[src/hdl/lfr_pkg.sv]
// Package for the LED linear fade ramp.
// Holds the mode codes, counter widths and the divider request/response types.
// No dependencies.
package lfr_pkg;

	localparam int CNT_W     = 17;   // ramp, period and tick counters
	localparam int TICKS_W   = 16;   // fade length register
	localparam int FIELD_W   = 16;   // brightness and duty fields
	localparam int DIV_STEPS = CNT_W;
	localparam int STEP_W    = $clog2(DIV_STEPS + 1);

	localparam logic [TICKS_W-1:0] FADE_TICKS_RST = 16'd1000;

	typedef enum logic [1:0] {
		MODE_TICK     = 2'd0,
		MODE_FADE_IN  = 2'd1,
		MODE_FADE_OUT = 2'd2,
		MODE_UNUSED   = 2'd3
	} mode_t;

	typedef struct packed {
		logic             start;
		logic [CNT_W-1:0] num;
		logic [CNT_W-1:0] den;
	} div_req_t;

	typedef struct packed {
		logic             done;
		logic [CNT_W-1:0] quot;
	} div_rsp_t;

endpackage

[src/hdl/lfr_div.sv]
// Iterative restoring divider, one quotient bit per cycle.
// Used for the step period computation at a fade start. Depends on lfr_pkg.
module lfr_div import lfr_pkg::*; (
	input  logic     clk,
	input  logic     arst_n,
	input  div_req_t req,
	output div_rsp_t rsp
);

	logic [CNT_W-1:0]  rem_q;
	logic [CNT_W-1:0]  quo_q;
	logic [CNT_W-1:0]  den_q;
	logic [STEP_W-1:0] cnt_q;
	logic              busy_q;
	logic              done_q;

	logic [CNT_W:0]    shifted;
	logic [CNT_W+1:0]  diff;
	logic              fits;

	// shift the next dividend bit into the partial remainder and try a subtract
	always_comb begin
		shifted = {rem_q, quo_q[CNT_W-1]};
		diff    = {1'b0, shifted} - {2'b00, den_q};
		fits    = !diff[CNT_W+1];
	end

	always_ff @(posedge clk or negedge arst_n) begin
		if (!arst_n) begin
			rem_q  <= '0;
			quo_q  <= '0;
			den_q  <= '0;
			cnt_q  <= '0;
			busy_q <= 1'b0;
			done_q <= 1'b0;
		end else begin
			done_q <= 1'b0;
			if (req.start && !busy_q) begin
				rem_q  <= '0;
				quo_q  <= req.num;
				den_q  <= req.den;
				cnt_q  <= STEP_W'(DIV_STEPS);
				busy_q <= 1'b1;
			end else if (busy_q) begin
				// remainder stays below den, so it fits CNT_W bits
				rem_q <= fits ? diff[CNT_W-1:0] : shifted[CNT_W-1:0];
				quo_q <= {quo_q[CNT_W-2:0], fits};
				cnt_q <= cnt_q - STEP_W'(1);
				if (cnt_q == STEP_W'(1)) begin
					busy_q <= 1'b0;
					done_q <= 1'b1;
				end
			end
		end
	end

	assign rsp.done = done_q;
	assign rsp.quot = quo_q;

endmodule

[src/hdl/led_linear_fade_ramp.sv]
// Top level of the LED linear fade ramp: sequencer, fade counters, output register.
// Uses one iterative divider for the step period. Depends on lfr_pkg, lfr_div.
//
//  channel | handshake          | payload
//  --------+--------------------+--------------------------
//  in      | in_valid/in_stall  | mode[1:0], brightness[15:0]
//  out     | out_valid/out_stall| duty[15:0], fade_done
//  cfg     | cfg_we             | cfg_wdata[15:0] (fade_ticks)
//
// A tick, an unused mode, or a start whose step period needs no division is handled
// in the accepting cycle. A start that divides goes from the accepting cycle to a
// launch state for the divider, then waits for its 17 quotient bits, found one per
// cycle, and loads the period; in_stall is high in the launch and wait states.
// in_stall is also high while a result waits in the output register and out_stall
// is high. Reset clears the fade state but sets the step period to 1; fade_ticks resets to 1000.
module led_linear_fade_ramp import lfr_pkg::*; #(
	parameter int DUTY_BITS = 16
) (
	input  logic               clk,
	input  logic               arst_n,
	input  logic               cfg_we,
	input  logic [TICKS_W-1:0] cfg_wdata,
	input  logic               in_valid,
	output logic               in_stall,
	input  logic [1:0]         mode,
	input  logic [FIELD_W-1:0] brightness,
	output logic               out_valid,
	input  logic               out_stall,
	output logic [FIELD_W-1:0] duty,
	output logic               fade_done
);

	localparam int CUR_W = (DUTY_BITS < CNT_W) ? DUTY_BITS : CNT_W;
	localparam int TGT_W = (DUTY_BITS < FIELD_W) ? DUTY_BITS : FIELD_W;
	localparam logic [32:0] DUTY_MAX = (33'd1 << DUTY_BITS) - 33'd1;

	typedef enum logic [1:0] {
		ST_IDLE,
		ST_DIV_GO,
		ST_DIV_WAIT
	} state_t;

	function automatic logic [CUR_W-1:0] sat_duty(input logic [CNT_W-1:0] v);
		if (33'(v) > DUTY_MAX) begin
			return DUTY_MAX[CUR_W-1:0];
		end
		return v[CUR_W-1:0];
	endfunction

	state_t             state_q;
	logic [TICKS_W-1:0] fade_ticks_q;
	logic [CUR_W-1:0]   cur_duty_q;
	logic [CNT_W-1:0]   ramp_q;
	logic [TGT_W-1:0]   target_q;
	logic [CNT_W-1:0]   period_q;
	logic [CNT_W-1:0]   elapsed_q;
	logic [CNT_W-1:0]   phase_q;
	logic               active_q;
	logic               up_q;
	logic [CNT_W-1:0]   div_num_q;
	logic [CNT_W-1:0]   div_den_q;
	logic               out_valid_q;
	logic [FIELD_W-1:0] duty_q;
	logic               done_q;

	div_req_t div_req;
	div_rsp_t div_rsp;

	logic             accept;
	mode_t            in_mode;
	logic [CNT_W-1:0] level;
	logic [CNT_W-1:0] ft_ext;
	logic [CNT_W-1:0] elapsed_n;
	logic [CNT_W-1:0] phase_n;
	logic [CNT_W-1:0] ramp_n;
	logic             stepped;
	logic             last;
	logic [CNT_W-1:0] end_val;

	lfr_div u_div (
		.clk    (clk),
		.arst_n (arst_n),
		.req    (div_req),
		.rsp    (div_rsp)
	);

	assign div_req.start = (state_q == ST_DIV_GO);
	assign div_req.num   = div_num_q;
	assign div_req.den   = div_den_q;

	assign in_stall = (state_q != ST_IDLE) || (out_valid_q && out_stall);
	assign accept   = in_valid && !in_stall;
	assign in_mode  = mode_t'(mode);
	assign ft_ext   = CNT_W'(fade_ticks_q);

	// level for a start: saturated brightness on fade in, present duty on fade out
	always_comb begin
		if (in_mode == MODE_FADE_IN) begin
			level = CNT_W'(sat_duty(CNT_W'(brightness)));
		end else begin
			level = CNT_W'(cur_duty_q);
		end
	end

	// one tick of an active fade
	always_comb begin
		elapsed_n = elapsed_q + CNT_W'(1);
		phase_n   = phase_q;
		ramp_n    = ramp_q;
		stepped   = 1'b0;
		if (period_q != '0) begin
			phase_n = phase_q + CNT_W'(1);
			if (phase_n >= period_q) begin
				phase_n = '0;
				stepped = 1'b1;
				if (up_q) begin
					if (ramp_q != '1) begin
						ramp_n = ramp_q + CNT_W'(1);
					end
				end else if (ramp_q != '0) begin
					ramp_n = ramp_q - CNT_W'(1);
				end
			end
		end
		last = elapsed_n >= (ft_ext + CNT_W'(1));
		// fade in keeps an overshoot, otherwise snaps up to the target
		end_val = (ramp_n < CNT_W'(target_q)) ? CNT_W'(target_q) : ramp_n;
	end

	always_ff @(posedge clk or negedge arst_n) begin
		if (!arst_n) begin
			state_q      <= ST_IDLE;
			fade_ticks_q <= FADE_TICKS_RST;
			cur_duty_q   <= '0;
			ramp_q       <= '0;
			target_q     <= '0;
			period_q     <= CNT_W'(1);
			elapsed_q    <= '0;
			phase_q      <= '0;
			active_q     <= 1'b0;
			up_q         <= 1'b0;
			div_num_q    <= '0;
			div_den_q    <= '0;
			out_valid_q  <= 1'b0;
			duty_q       <= '0;
			done_q       <= 1'b0;
		end else begin
			if (cfg_we) begin
				fade_ticks_q <= cfg_wdata;
			end
			if (out_valid_q && !out_stall) begin
				out_valid_q <= 1'b0;
			end

			unique case (state_q)
				ST_IDLE: begin
					if (accept) begin
						unique case (in_mode) inside
							MODE_FADE_IN, MODE_FADE_OUT: begin
								up_q      <= (in_mode == MODE_FADE_IN);
								elapsed_q <= '0;
								phase_q   <= '0;
								active_q  <= 1'b1;
								if (in_mode == MODE_FADE_IN) begin
									target_q <= level[TGT_W-1:0];
									ramp_q   <= '0;
								end else begin
									ramp_q <= level;
								end
								if (level == '0) begin
									period_q <= '0;
								end else if (level >= ft_ext) begin
									period_q <= CNT_W'(1);
								end else begin
									// ceiling of fade_ticks / level, level < fade_ticks
									div_num_q <= ft_ext + level - CNT_W'(1);
									div_den_q <= level;
									state_q   <= ST_DIV_GO;
								end
							end
							MODE_TICK: begin
								if (active_q) begin
									elapsed_q <= elapsed_n;
									phase_q   <= phase_n;
									ramp_q    <= ramp_n;
									if (last) begin
										active_q    <= 1'b0;
										out_valid_q <= 1'b1;
										done_q      <= 1'b1;
										if (up_q) begin
											cur_duty_q <= sat_duty(end_val);
											duty_q     <= FIELD_W'(sat_duty(end_val));
										end else begin
											cur_duty_q <= '0;
											duty_q     <= '0;
										end
									end else if (stepped) begin
										out_valid_q <= 1'b1;
										done_q      <= 1'b0;
										cur_duty_q  <= sat_duty(ramp_n);
										duty_q      <= FIELD_W'(sat_duty(ramp_n));
									end
								end
							end
							default: begin
							end
						endcase
					end
				end
				ST_DIV_GO: begin
					state_q <= ST_DIV_WAIT;
				end
				ST_DIV_WAIT: begin
					if (div_rsp.done) begin
						period_q <= div_rsp.quot;
						state_q  <= ST_IDLE;
					end
				end
				default: begin
					state_q <= ST_IDLE;
				end
			endcase
		end
	end

	assign out_valid = out_valid_q;
	assign duty      = duty_q;
	assign fade_done = done_q;

endmodule
[config.mk]
export PLATFORM = sky130hd
export DESIGN_NAME = led_linear_fade_ramp
export DESIGN_NICKNAME = d
export VERILOG_FILES = /design/src/hdl/lfr_pkg.sv /design/src/hdl/lfr_div.sv /design/src/hdl/led_linear_fade_ramp.sv
export SDC_FILE = /design/constraint.sdc
export NUM_CORES = 1
export LEC_CHECK = 0
export BUFFER_PORTS_ARGS = -buffer_cell sky130_fd_sc_hd__buf_2
export CAP_MARGIN = 15
export CORE_ASPECT_RATIO = 2
export CORE_MARGIN = 3
export CORE_UTILIZATION = 30
export DETAILED_ROUTE_END_ITERATION = 8
export GPL_TIMING_DRIVEN = 1
export SLEW_MARGIN = 25
export SYNTH_ARGS = -nofsm -noshare
export SYNTH_HDL_FRONTEND = slang
export SYNTH_HIERARCHICAL = 1
export SYNTH_SLANG_ARGS = --single-unit
[constraint.sdc]
create_clock -name clk -period 5.6 [get_ports clk]
set_input_delay 0.56 -clock clk [delete_from_list [all_inputs] [get_ports clk]]
set_output_delay 0.56 -clock clk [all_outputs]
set_load 0.02 [all_outputs]
# Word-level counts from Yosys, hierarchy flattened
# Index checks and enable logic that the tools add are counted.
# word_totals
reg_bits	214
input_bits	39
output_inout_bits	19
elab_cells	156
# op_classes
n_addsub	9
order_cmp	6
n_eq_ne	14
muxes	76
bitwise_logic	2
reduce_logical	29
# ops
op	n
$mux W17	21
$mux W16	9
$pmux W17 S2	4
$add A17 B1 Y17 const B	3
$ge A17 B17 Y1	2
$gt A17 B16 Y1 const B	2
$reduce_bool A17 Y1	2
$sub A17 B1 Y17 const B	2
$mux W1	33
$reduce_and A5 Y1	5
$sub A18 B17 Y19	1
$add A16 B1 Y17 const B	1
$add A16 B16 Y17	1
$logic_not A17 Y1	1
$lt A17 B16 Y1	1
$ne A17 B17 Y1 const B	1
$ge A16 B16 Y1	1
$mux W2	5
$mux W5	2
$ne A2 B2 Y1 const B	5
$reduce_bool A2 Y1	5
$reduce_and A4 Y1	2
$pmux W2 S3	1
$reduce_and A3 Y1	2
13 further kinds	24

# Logic depth before layout (Yosys ltp)
# Gate-level depths: netlist (run 1).
# depth
ltp_word	18
depth_mapped	28
ltp_nobuf	25

# Cells and area by module
# The synthesis (run 1) kept the hierarchy.
# by_module_without_submodules
mod	n_inst	cells_per_inst	area_per_inst_um2	seq_area_each_um2
led_linear_fade_ramp	1	1242	10695.3	3887.5
lfr_div	1	403	3535.9	1451.4

# Worst setup path after synthesis (run 1)
# No wires, ideal clock.
# synth_timing
kind	register to register
from	reg phase_q[0]
to	reg duty_q[0] (netlist: duty[0])
setup_time_ns	0.067
arrival_ns	5.685
t_required_ns	5.533
setup_slack_ns	-0.152
path_stages_with_launch	29
path_buffers	3
period_less_slack_ns	5.752
path_cell_list	dfrtp_1 > ha_1 > nand3_1 > nor2_1 > and3_1 > and3_1 > and3_1 > clkbuf_1 > nand3_1 > xnor2_1 > ha_1 > nand4_1 > nor3_1 > o311ai_4 > a21o_1 > buf_2 > nor3_1 > xnor2_1 > inv_1 > ha_1 > o21ai_0 > a21oi_1 > nor3_1 > nand4_1 > mux2_1 > and4_1 > clkbuf_2 > nor3_4 > a221o_1
# synth_between
elab_chain_cells	17
elab_cells_between_ends	31
classes_between	1 x add/sub; 4 x order compare; 24 x mux; 2 x reduce/logical
# synth_rtl
item	line_no	text
start, declared	led_linear_fade_ramp.sv:57	logic [CNT_W-1:0] phase_q;
start signal, assigned	led_linear_fade_ramp.sv:184	phase_q <= phase_n;
$add A17 B1 Y17 (*)	led_linear_fade_ramp.sv:112	phase_n = phase_q + CNT_W'(1);
$ge A17 B17 Y1 (*)	led_linear_fade_ramp.sv:113	if (phase_n >= period_q) begin
$mux W17	led_linear_fade_ramp.sv:113	
$mux W17	led_linear_fade_ramp.sv:111	if (period_q != '0) begin
$lt A17 B16 Y1	led_linear_fade_ramp.sv:127	end_val = (ramp_n < CNT_W'(target_q)) ? CNT_W'(target_q) : ramp_n;
$mux W17	led_linear_fade_ramp.sv:127	
$gt A17 B16 Y1	led_linear_fade_ramp.sv:44	if (33'(v) > DUTY_MAX) begin
$mux W1	led_linear_fade_ramp.sv:44	
$mux W1	led_linear_fade_ramp.sv:190	if (up_q) begin
$mux W1	led_linear_fade_ramp.sv:186	if (last) begin
$mux W1	led_linear_fade_ramp.sv:182	if (active_q) begin
$mux W1	led_linear_fade_ramp.sv:158	unique case (in_mode) inside
$mux W1	led_linear_fade_ramp.sv:157	if (accept) begin
$mux W1	led_linear_fade_ramp.sv:155	unique case (state_q)
$mux W16	led_linear_fade_ramp.sv:47	return v[CUR_W-1:0];
$mux W16	led_linear_fade_ramp.sv:190	
$mux W16	led_linear_fade_ramp.sv:186	
end signal, assigned	led_linear_fade_ramp.sv:192	duty_q <= FIELD_W'(sat_duty(end_val));
end signal, assigned	led_linear_fade_ramp.sv:201	duty_q <= FIELD_W'(sat_duty(ramp_n));
end, declared	led_linear_fade_ramp.sv:63	logic [FIELD_W-1:0] duty_q;
# Mark *: on every way between the ends. The rest lies on a longest branch, timed or not. The select of a mux whose other input is x is not followed.
# A chain may end at the register's enable or synchronous reset.

# Worst setup path in the final report (run 1)
# layout_timing
from	reg phase_q[0]
to	reg duty_q[2] (netlist: duty[2])
# The elaborated chain is that of the path after synthesis.

==> flow_summary.ini, run 1 <==
[synthesis]
avgSynthCellArea_sq_um = 8.65
syn_nets = 1809
muxShareOfSynthArea_pct = 2.63
synth_flop_cell = dfrtp_1
synth-simple-area-share_pct = 17.0
ys_seq_area_share_pct = 37.5
synth_area_sq_um = 14200
async_flop_share_pct = 100
synth_xor_xnor_area_share_pct = 5.17
synth_compound_area_share_pct = 20.4
syn_inst = 1645
synth_edf_count = 0
ys_seq_elements = 213
synth_top_family_by_area = compound AO/OA/AOI/OAI gates
synth_warnings = 6
ys_types = 84
synthAdderAreaFrac_pct = 11.1

[power]
ir_drop_mv = 0.270
p_leak_uw = 0.00743
p_total_uw = 9830
p_per_area_nw_per_um2 = 602

[route]
vias = 12500
detail-route-antenna-nets = 0
wl_per_cell_um = 19.7
drt-initial-drc-count = 720
dr.pass1.iters = 5
wirelength_um = 46600
drc = 0
viasPerCell = 5.31

[placement]
io_buffers = 57
dp_hpwl_um = 36200
globalplace.congestion = 0.983
placed_area_sq_um = 15500

[die]
start_util_pct = 30.4
fp-row-count = 112
die_area_sq_um = 50200
die_x_um = 160
fp.dieH_um = 314
coreArea_sq_um = 46800
io_pins = 58

[clock_network]
clockRootBuffer = clkbuf_16
clockBufferDepth = 3
cts.sinks = 213
clk_pin_slew_worst_paths_ps = 60
postCtsHoldBufs = 0
cts_buffers = 22
cts_tree = yes
cts_htree_levels = 1
clock_latency_ps = 530

[worst_setup_path]
cp_data_arrival_time_ps = 5750
slowest_stage = dfrtp_1
max_stage_delay_ps = 350
r2r-end = duty[2]$_DFFE_PN0P_
ff2ff_path_depth = 28
r2r-start = phase_q[0]$_DFFE_PN0P_
required_ps = 6010
endpoint = duty[2]$_DFFE_PN0P_
cp-end-kind = flip-flop
critPathMaxFanout = 9
r2r_slack_ps = 260
crit_type = flip-flop to flip-flop
crit_path_start_kind = flip-flop
crit_path_start = phase_q[0]$_DFFE_PN0P_

[timing]
fin_crit_ps = 5340
fmax_ghz = 0.187
fin_crit_sh_pct = 95.4
hold_viol = 0
finClkSkew_ps = 13.4
worst_pin_slew_ps = 1090
setup_violations = 0
timing.slew.headroom_pct = 24.9
maxSlewViolCount = 0

[worst_hold_path]
hp-class = input port to async pin

[grt]
grt_remaining_overflow = 0
antenna_found_initial = 0
grt_pass1_wl_um = 71200
grt_pass1_vias = 12800
grt_max_degree = 115
grt_usage_pct = 18.1

[run]
max_cap_violations = 0

[status]
status = complete, no violations

[layout]
multi_input_area_sq_um = 8120
fin_nets = 1883
fillers = 4944
antenna_cells = 0
stdcell_area_sq_um = 16300
drive_above_1_share_pct = 11.8
seq_area_sq_um = 5340
area_growth_pct = 14.9
## worst min-delay path by stage
| stage | from | endpoint | cells past startpoint |
|---|---|---|---|
| floorplan | arst_n | active_q$_DFFE_PN0P_ | 0 |
| global placement | fade_done$_DFFE_PN0P_ | fade_done$_DFFE_PN0P_ | 2 |
| detailed placement | div_den_q[12]$_DFFE_PN0P_ | u_div/den_q[12]$_DFFE_PN0P_ | 2 |
| CTS | arst_n | u_div/rem_q[11]$_DFFE_PN0P_ | 1 |
| global route | arst_n | u_div/rem_q[11]$_DFFE_PN0P_ | 1 |
| finish | arst_n | u_div/rem_q[11]$_DFFE_PN0P_ | 1 |
## cells in the final DEF, fill, tap and decap left out, types with 9 or more instances in the layout
cell and instances:
nand2_1 247, nand3_1 41, a211oi_1 18, clkbuf_16 23, buf_4 62, o221ai_1 13, o211ai_1 24, buf_2 56
a31oi_1 11, a21oi_1 63, nand4_1 33, inv_1 149, a22o_1 9, and3_1 23, a21o_1 20, o21ai_1 26
xnor2_1 52, nor2b_1 11, o21ai_0 173, nor3_1 21, dfrtp_1 206, xor2_1 29, nor2_1 55, mux2i_1 34
nand2b_1 19, a221oi_1 11, nor4_1 10, ha_1 123
## registers in the layout, summed over array words and instances, names as in the netlist, 5 cells and up
name          flops
phase_q          17
u_div/quo_q      17
u_div/rem_q      17
period_q         17
u_div/cnt_q       5
duty             16
elapsed_q        17
ramp_q           17
u_div/den_q      17
div_num_q        17
div_den_q        16
target_q         16
fade_ticks_q     16
## cell families (layout without fill, tap and decap cells)
group                    Yosys count  after routing
buffers and inverters            223            311
other                              1              1
AO/OA/AOI/OAI                    455            456
adder cells (fa/ha/maj)          125            125
multiplexers                      37             37
AND/OR/NAND/NOR                  507            508
flip-flops                       213            213
XOR/XNOR                          84             84
## power by group
| part | switching, uW | internal, uW | total (uW) |
|---|---|---|---|
| Combinational | 3470 | 2180 | 5650 |
| Sequential | 578 | 2060 | 2640 |
| Clock | 654 | 891 | 1550 |
## worst max-delay path: cells and delay by family (launching register included)
| kind | cells | cell delay, ps |
|---|---|---|
| AOI/OAI and AO/OA | 8 | 1700 |
| and+or+nand+nor | 11 | 1500 |
| xor gates and xnor gates | 1 | 160 |
| adders and majority gates | 3 | 660 |
| muxes | 1 | 150 |
| buffers and inverters | 4 | 700 |
| DFF | 1 | 350 |
## stage by stage
step	hold slack [ps]	TNS [ps]	utilization, %	std cells	worst slack [ps]
global placement	460	0	33.0	2312	50.8
detailed placement	468	-1060	33.0	2312	-103
CTS	162	0	34.6	2354	21.7
global route	171	-136	34.9	2362	-36.9
finish	105	0	34.9	2362	255
floorplan	264	0	-	1645	0.608
## area by class of cell
| cell class | count | area share, % |
|---|---|---|
| sequential | 213 | 32.7 |
| inverter | 149 | 3.42 |
| clock buffer | 33 | 3.93 |
| multi-input combinational | 1211 | 49.7 |
| timing repair buffer | 122 | 4.91 |
| clock inverter | 7 | 0.566 |
| tap | 627 | 4.80 |
## what timing repair did
item	in CTS	in global routing
setup endpoints to repair	16	16
setup buffers	2	5
gates resized for setup	2	17
gates cloned	0	2
pin swaps	1	9
## synth_stat cells, drive strengths merged (5+ instances only)
master / number / share of area, %
a211oi: 19 / 1.0
a21o: 21 / 1.1
a21oi: 67 / 2.4
a221o: 8 / 0.56
a221oi: 12 / 0.78
a22o: 9 / 0.55
a31oi: 11 / 0.48
a41oi: 5 / 0.31
and2: 6 / 0.28
and3: 23 / 1.0
buf: 16 / 0.73
clkbuf: 58 / 1.5
dfrtp: 206 / 36
dfstp: 7 / 1.3
ha: 123 / 11
inv: 149 / 3.9
mux2i: 34 / 2.4
nand2: 248 / 6.6
nand2b: 19 / 0.84
nand3: 42 / 1.5
nand4: 33 / 1.5
nor2: 59 / 1.6
nor2b: 13 / 0.57
nor3: 25 / 0.96
nor4: 12 / 0.68
o211ai: 25 / 1.4
o21a: 8 / 0.42
o21ai: 200 / 7.0
o21bai: 7 / 0.37
o221ai: 13 / 0.80
o31ai: 9 / 0.51
or3: 5 / 0.22
or4: 5 / 0.29
xnor2: 54 / 3.3
xor2: 30 / 1.8
## routing by layer
metal  routed length [um]  global-route usage (%)  part of all wire, %
met5                    0                       0                    0
met4                 4480                    15.1                  9.6
met3                 1450                    1.90                  3.1
met2                25400                    35.1                   54
met1                15300                    16.5                   33
(Power assumes the default switching activity.)
==> run 2, diff against run 1 <==
==> constraint.sdc (replaced) <==
create_clock -name clk -period 6.8 [get_ports clk]
set_input_delay 0.68 -clock clk [delete_from_list [all_inputs] [get_ports clk]]
set_output_delay 0.68 -clock clk [all_outputs]
set_load 0.02 [all_outputs]
==> flow_summary.ini, run 2 (same netlist as run 1, synthesis figures left out) <==
[placement]
globalplace.congestion = 0.945
dp_hpwl_um = 34100
dp_cells = 2286
io_buffers = 57

[die]
io_pins = 58
die_area_sq_um = 50200
start_util_pct = 30.4
coreArea_sq_um = 46800
die_x_um = 160
fp-row-count = 112
fp.dieH_um = 314

[route]
wl_per_cell_um = 18.9
drt-initial-drc-count = 974
vias = 12200
wirelength_um = 43900
drc = 0
viasPerCell = 5.27
dr.pass1.iters = 6
detail-route-antenna-nets = 0

[worst_setup_path]
slowest_stage = dfrtp_1
critPathMaxFanout = 11
required_ps = 7240
cp_data_arrival_time_ps = 6700
ff2ff_path_depth = 25
max_stage_delay_ps = 450
crit_type = flip-flop to flip-flop
crit_path_start_kind = flip-flop
cp-end-kind = flip-flop

[grt]
grt_max_degree = 167
grt_remaining_overflow = 0
antenna_found_initial = 0
grt_usage_pct = 17.4
grt_pass1_vias = 12700
grt_pass1_wl_um = 69400

[power]
p_per_area_nw_per_um2 = 478
intPower_uw = 3990
seqPwrFrac_pct = 28.4
p_sw_share_pct = 47.7
ir_drop_mv = 0.227
clkPwrFrac_pct = 15.6
p_leak_uw = 0.00720
switchingPower_uw = 3650
p_comb_share_pct = 56.0

[layout]
area_growth_pct = 12.4
fillers = 4922
utilization_pct = 34.2
fin_nets = 1848
final_common_cell = nand2_1
antenna_cells = 0
mostFrequentLayoutCells = nand2_1, dfrtp_1, o21ai_0
drive_above_1_share_pct = 9.25
layout.cells.non_filler = 2324

[timing]
fmax_ghz = 0.160
timing.slew.headroom_pct = 34.9
hold_viol = 0
fin_tns_setup_ps = 0
maxSlewViolCount = 0
worst_pin_slew_ps = 949
fin_crit_ps = 6250
setup_violations = 0
holdWs_ps = 62.6
finClkSkew_ps = 18.4
fin_crit_sh_pct = 92.0
rsz0062_at_grt = no

[clock_network]
clockRootBuffer = clkbuf_16
cts_htree_levels = 1
clockBufferDepth = 3
cts_buffers = 21
cts_tree = yes
postCtsHoldBufs = 0
clock_latency_ps = 520
clk_pin_slew_worst_paths_ps = 70
cts.sinks = 213

[worst_hold_path]
hp-class = input port to async pin

[status]
status = complete, no violations

[run]
max_cap_violations = 0
-- run 2: cell type report --
class | instances | area, sq um | area share [%]
Clock buffer | 30 | 579 | 3.62
Clock inverter | 6 | 88.8 | 0.556
Inverter | 149 | 559 | 3.50
Multi-Input combinational cell | 1209 | 8060 | 50.4
Sequential cell | 213 | 5340 | 33.4
Tap cell | 627 | 785 | 4.91
Timing Repair Buffer | 90 | 579 | 3.62
-- run 2: power by group through the flow --
stage,combinational [uW],clock (uW),sequential [uW]
floorplan,3070,0,2000
global placement,4180,0,2170
detailed placement,4240,0,2180
CTS,4260,1230,2170
global route,4760,1260,2230
finish,4280,1190,2170
-- run 2: per-layer routing --
| layer | vias to the layer above | part of all wire (%) | GRT usage, % |
|---|---|---|---|
| met3 | 166 | 3.6 | 1.96 |
| met1 | 5843 | 34 | 16.7 |
| met2 | 349 | 53 | 32.8 |
| met5 | - | 0 | 0 |
| met4 | 0 | 9.6 | 14.1 |
| li1 | 5881 | - | - |
-- run 2: worst paths after layout --
kind                                                from  slack (ps)                            to
worst max-delay path              phase_q[0]$_DFFE_PN0P_         550          duty[14]$_DFFE_PN0P_
worst min-delay path                              arst_n          60   u_div/rem_q[11]$_DFFE_PN0P_
worst max register to register    phase_q[0]$_DFFE_PN0P_         550          duty[14]$_DFFE_PN0P_
worst min register to register  div_num_q[4]$_DFFE_PN0P_         480      div_num_q[4]$_DFFE_PN0P_
max in group asynchronous                         arst_n        5420  fade_ticks_q[10]$_DFFE_PN0P_
min in group clk                               out_stall         360           out_valid$_DFF_PN0_
-- run 2: worst max-delay path: cells and delay by family (launching register included) --
family,cells,cell delay (ps)
AOI/OAI and AO/OA,5,1130
and+or+nand+nor,13,3050
adders and majority gates,3,800
xor gates and xnor gates,2,360
muxes,1,320
DFF,1,450
buffers and inverters,1,80
-- run 2: stage by stage --
step / setup WS (ps) / instance area, sq um / power (uW)
2_1_floorplan: 1050 / 14200 / 5070
3_3_place_gp: 493 / 15200 / 6350
3_5_place_dp: 345 / 15300 / 6420
4_1_cts: 290 / 15900 / 7660
5_1_grt: 39.1 / 16000 / 8250
6_report: 547 / 16000 / 7640
-- run 2: what timing repair did --
item | in CTS | in global routing
setup endpoints to repair | 0 | 16
setup buffers | 0 | 0
resized for setup | 0 | 4
